$ cat config.mk
export PLATFORM = sky130hd
export DESIGN_NAME = encoder_stepper_position_loop_top
export DESIGN_NICKNAME = d
export VERILOG_FILES = /design/src/esploop_pkg.sv /design/src/encoder_stepper_position_loop_top.sv
export SDC_FILE = /design/constraint.sdc
export NUM_CORES = 1
export LEC_CHECK = 0
export ABC_AREA = 1
export BUFFER_PORTS_ARGS = -buffer_cell sky130_fd_sc_hd__buf_2
export CORE_ASPECT_RATIO = 1.25
export CORE_UTILIZATION = 45
export DETAILED_ROUTE_END_ITERATION = 8
export PLACE_DENSITY_LB_ADDON = 0.08
export SYNTH_ARGS = -nofsm -noshare
export SYNTH_HDL_FRONTEND = slang
export SYNTH_SLANG_ARGS = --single-unit
$ cat constraint.sdc
create_clock -name clk -period 10.95 [get_ports clk]
set_input_delay 2.7375 -clock clk [delete_from_list [all_inputs] [get_ports clk]]
set_output_delay 2.7375 -clock clk [all_outputs]
set_load 0.01 [all_outputs]
$ cat src/esploop_pkg.sv
`default_nettype none

package esploop_pkg;

  // item codes
  localparam logic OP_TICK = 1'b0;
  localparam logic OP_MOVE = 1'b1;

  localparam int POS_W = 32;
  localparam int IVL_W = 16;

  localparam logic [IVL_W-1:0] STEP_INTERVAL_RESET = 16'd1000;

  typedef struct packed {
    logic                    opcode;
    logic                    enc_a;
    logic                    enc_b;
    logic signed [POS_W-1:0] target;
  } in_item_t;

  typedef struct packed {
    logic                    step_pulse;
    logic                    step_dir;
    logic                    is_moving;
    logic signed [POS_W-1:0] position;
  } out_item_t;

endpackage

`default_nettype wire

$ cat src/encoder_stepper_position_loop_top.sv
`default_nettype none

// Quadrature x4 encoder decoder with a constant-rate stepper position loop.
// Each input transaction is either a one-microsecond tick carrying the
// sampled encoder A/B levels (opcode OP_TICK) or a move command carrying a
// signed target position (opcode OP_MOVE). Every input transaction yields
// exactly one output transaction holding the step pulse, the held direction
// line, the moving flag and the encoder position after that item. A tick
// decodes A/B against the previous sample (A change counts up when A == B,
// B change counts up when A != B, both changing counts nothing), advances a
// tick counter that saturates at step_interval, and during a move either
// ends the move (target within +-1 count) or issues a step towards the
// target once the counter has reached the interval, clearing the counter.
// Position wraps at 32 bits. Throughput is one transaction per clock while
// in_stall is low: all state is updated in the accepting cycle by a single
// pass of logic (one 32-bit increment/decrement followed by one 32-bit
// subtract and compare), and the result lands in an output register backed
// by one skid entry; in_stall only rises once a stalled result sits in the
// output register with a second one held in the skid entry.
// step_interval is written through the cfg port (always ready) and must
// only be changed while the block is idle. Reset is synchronous, active
// high; step_interval resets to 1000.
module encoder_stepper_position_loop_top (
  input  wire                                  clk,
  input  wire                                  rst,
  input  wire                                  in_valid,
  output logic                                 in_stall,
  input  wire esploop_pkg::in_item_t           in_data,
  output logic                                 out_valid,
  input  wire                                  out_stall,
  output esploop_pkg::out_item_t               out_data,
  input  wire                                  cfg_valid,
  output logic                                 cfg_ready,
  input  wire [esploop_pkg::IVL_W-1:0]         cfg_data
);
  import esploop_pkg::*;

  // configuration
  logic [IVL_W-1:0] step_interval;

  // loop state
  logic [POS_W-1:0] enc_position;
  logic [POS_W-1:0] goal_position;
  logic             move_active;
  logic [IVL_W-1:0] ticks_since_step;
  logic             prev_a;
  logic             prev_b;
  logic             dir_line;

  logic [POS_W-1:0] enc_position_next;
  logic [POS_W-1:0] goal_position_next;
  logic             move_active_next;
  logic [IVL_W-1:0] ticks_since_step_next;
  logic             prev_a_next;
  logic             prev_b_next;
  logic             dir_line_next;
  logic             pulse;

  // decode / control helpers
  logic             a_changed;
  logic             b_changed;
  logic [POS_W-1:0] diff;
  logic             near;
  logic [IVL_W-1:0] ticks_sat;

  // output register plus skid entry
  logic      skid_valid;
  out_item_t skid_data;
  out_item_t result;
  logic      accept;

  assign cfg_ready = 1'b1;
  assign in_stall  = skid_valid;
  assign accept    = in_valid && !skid_valid;

  always_comb begin
    enc_position_next     = enc_position;
    goal_position_next    = goal_position;
    move_active_next      = move_active;
    ticks_since_step_next = ticks_since_step;
    prev_a_next           = prev_a;
    prev_b_next           = prev_b;
    dir_line_next         = dir_line;
    pulse                 = 1'b0;

    a_changed = in_data.enc_a != prev_a;
    b_changed = in_data.enc_b != prev_b;

    // saturating counter: below the interval count up, otherwise take the interval
    ticks_sat = (ticks_since_step >= step_interval) ? step_interval
                                                    : ticks_since_step + 1'b1;

    diff = '0;
    near = 1'b0;

    case (in_data.opcode)
      OP_MOVE: begin
        goal_position_next = in_data.target;
        move_active_next   = 1'b1;
      end
      OP_TICK: begin
        if (a_changed && !b_changed) begin
          enc_position_next = (in_data.enc_a == in_data.enc_b) ? enc_position + 1'b1
                                                               : enc_position - 1'b1;
        end else if (b_changed && !a_changed) begin
          enc_position_next = (in_data.enc_a != in_data.enc_b) ? enc_position + 1'b1
                                                               : enc_position - 1'b1;
        end
        prev_a_next           = in_data.enc_a;
        prev_b_next           = in_data.enc_b;
        ticks_since_step_next = ticks_sat;

        diff = goal_position - enc_position_next;
        near = (diff == '0) || (diff == POS_W'(1)) || (diff == '1);

        if (move_active) begin
          if (near) begin
            move_active_next = 1'b0;
          end else if (ticks_sat >= step_interval) begin
            ticks_since_step_next = '0;
            dir_line_next         = ~diff[POS_W-1];  // sign of error
            pulse                 = 1'b1;
          end
        end
      end
      default: begin
      end
    endcase

    result.step_pulse = pulse;
    result.step_dir   = dir_line_next;
    result.is_moving  = move_active_next;
    result.position   = enc_position_next;
  end

  // state update
  always_ff @(posedge clk) begin
    if (rst) begin
      step_interval    <= STEP_INTERVAL_RESET;
      enc_position     <= '0;
      goal_position    <= '0;
      move_active      <= 1'b0;
      ticks_since_step <= '0;
      prev_a           <= 1'b1;
      prev_b           <= 1'b1;
      dir_line         <= 1'b1;
    end else begin
      if (cfg_valid && cfg_ready) begin
        step_interval <= cfg_data;
      end
      if (accept) begin
        enc_position     <= enc_position_next;
        goal_position    <= goal_position_next;
        move_active      <= move_active_next;
        ticks_since_step <= ticks_since_step_next;
        prev_a           <= prev_a_next;
        prev_b           <= prev_b_next;
        dir_line         <= dir_line_next;
      end
    end
  end

  // output register with one skid entry; skid drains first to keep order
  always_ff @(posedge clk) begin
    if (rst) begin
      out_valid  <= 1'b0;
      skid_valid <= 1'b0;
    end else begin
      if (!out_valid || !out_stall) begin
        if (skid_valid) begin
          out_data   <= skid_data;
          out_valid  <= 1'b1;
          skid_valid <= 1'b0;
        end else if (accept) begin
          out_data  <= result;
          out_valid <= 1'b1;
        end else begin
          out_valid <= 1'b0;
        end
      end else if (accept) begin
        skid_data  <= result;
        skid_valid <= 1'b1;
      end
    end
  end

endmodule

`default_nettype wire

==> results.cfg <==
[power_and_ir_drop]
powerDensity_nw_per_um2 = 148.3
power_mw = 2.096
leakage_nw = 6.472
irDropWorstVdd_uv = 100.0

[cells_and_area]
drive_above_1_share_pct = 12.18
nets = 2097
area_growth_pct = 8.543
final_cell_count_no_fill = 2343
fin_area_um2 = 14130

[setup_path]
critPathArrivalTime_ns = 7.82
cpMostUsedCell = nand2_1
crit_family = simple AND/OR/NAND/NOR gates
cp_slowest_cell = o31ai_1
worstPathRequired_ns = 11.15
critPathMaxFanout = 20
cp-start-kind = input port
end_kind = register
slowest_delay_ns = 0.68
crit_type = in -> reg
path_buf_inv = 6

[place]
gp_congestion = 0.9632
placed_cells = 2310
placed_area_um2 = 13570
port_buffers = 92
dp_hpwl_um = 30080

[grt]
grt_pass1_wl_um = 62780
overflow = 0
grt_pass1_vias = 11840
grt_max_degree = 73
grtUsageTotal_pct = 27.40
antenna_found_initial = 1

[floorplan]
die_x_um = 154.1
placementRows = 69
die_y_um = 192.2
start_util_pct = 45.84
ios = 94
die_area_um2 = 29620
coreArea_um2 = 28400

[synthesis]
ys_ff_latch = 172
synthCells = 1937
synthFlopType = dfxtp_1
synth_top_area_share_pct = 16.34
syn_area_um2 = 13020
synthTopCellsByCount = nand2_1, inv_1, nand3_1, a21oi_1, o21ai_0
yosysWarnings = 0
synth_fp_nets = 2060
yosys-top-cells-area = nand2_1, edfxtp_1, dfxtp_1
synth_top_cell_by_area = nand2_1
synth_most_common_cell = nand2_1
ys_seq_area_share_pct = 31.82
synth.distinct_cells = 58
synth_edf_count = 70
async_reset_ff_share_pct = 0
synth.avg_cell_area_um2 = 6.722

[detailed_routing]
vias = 12780
finalWirelength_um = 39710
firstDrtPassIters = 7
ant_nets = 0
viasPerCell = 5.452
remaining_drc_errors = 0
wl_per_cell_um = 16.95
drtIter0Drc = 822

[sta]
max_freq_mhz = 131.2
setup_viol = 0
period_share_pct = 69.62
tightest_slew_ns = 1.193
finalHoldViolCount = 0
skew_ns = 0.01400
grt_setup_unrepaired = no
fin_setup_tns_ns = 0
slew_viol_final = 0
timing.max_slew.rel_slack_pct = 20.40
layout_min_cycle_time_ns = 7.623
hold_slack_ns = 0.4654

[clock_tree]
cts_hold_buf = 0
clk_latency_ns = 0.45
clockBufferDepth = 2
clk_pin_slew_ns = 0.07
cts_inserted_buffers = 17
post_cts_buffers = 0
ctsResizeCount = 0
ctsHtreeMaxLevel = 4
clockRootBuffer = clkbuf_16
cts.sinks = 172
cts_tree = built

[outcome]
status = finished, final reports clean

[min_path]
hold_class = reg -> reg

[flow_run]
drv_cap = 0
-- cells by family after synthesis --
kind of cell	count (synthesis)	share of synthesized area, %
xor+xnor	39	2.796
compound gates	348	14.89
buf+inv	315	10.14
fa+ha+maj	67	6.496
simple gates	995	33.82
flops	172	31.82
other cells	1	0.02880
-- worst min-delay path, cell delays in order, from the launching register on --
cell,delay (ns)
dfxtp_1,0.31
nand2_1,0.07
nor2_1,0.04
-- through the flow --
stage / util, % / worst slack, ns
floorplan: - / 4.802
global placement: 47.78 / 2.996
detailed placement: 47.78 / 3.007
CTS: 49.75 / 3.466
global route: 49.75 / 2.851
finish: 49.76 / 3.327
-- state kept, by name, indices dropped and copies added (netlist names) --
register / flops
dir_line: 1
enc_position: 32
goal_position: 32
in_stall: 1
move_active: 1
out_data: 35
out_valid: 1
prev_a: 1
prev_b: 1
skid_data: 35
step_interval: 16
ticks_since_step: 16
-- routing by layer --
layer	global-route usage, %	wire length, um	up-vias
li1	-	-	6452
met1	34.17	17580	5934
met2	48.65	19370	332
met3	3.678	1849	57
met4	8.731	906	0
met5	0	0	-
-- cells in the final DEF, fill, tap and decap left out, types with 9 or more instances in the layout --
master	count
nand3_2	16
nand4_1	31
o21ai_0	137
inv_2	9
ha_1	66
nand2_1	567
o211ai_1	14
nor3_1	27
nor2_2	17
clkbuf_16	18
o221ai_1	9
edfxtp_1	70
buf_2	92
a21oi_2	12
inv_1	218
nor2_1	126
nor2_4	11
nand3_1	148
dfxtp_1	102
a21oi_1	137
buf_4	11
xor2_1	29
nand2_2	24
-- path summary, 6_finish.rpt --
check / startpoint / end / slack [ns] / cells past startpoint
max: in_data[33] / skid_data[33] / 3.33 / 28
min: out_valid / in_stall / 0.47 / 2
max reg2reg: enc_position[1] / skid_data[33] / 5.54 / 29
min reg2reg: out_valid / in_stall / 0.47 / 2
-- final cells by class --
cell class	instances	area [um2]
repair buffers	103	543.0
clock inverters	12	100.1
clock buffers	20	459.2
fillers	2924	14270
multi-input cells	1450	7577
inverters	230	863.3
diodes	1	2.502
well taps	355	444.2
flip-flops and latches	172	4144
-- report_power, final --
part           leakage [nW]  switching [mW]  internal, mW  total (mW)
Clock                 0.284           0.284         0.312       0.596
Sequential             1.49          0.0351         0.708       0.743
Combinational          4.70           0.527         0.229       0.756
Total                  6.47           0.846          1.25        2.10
(Power assumes the default switching activity.)
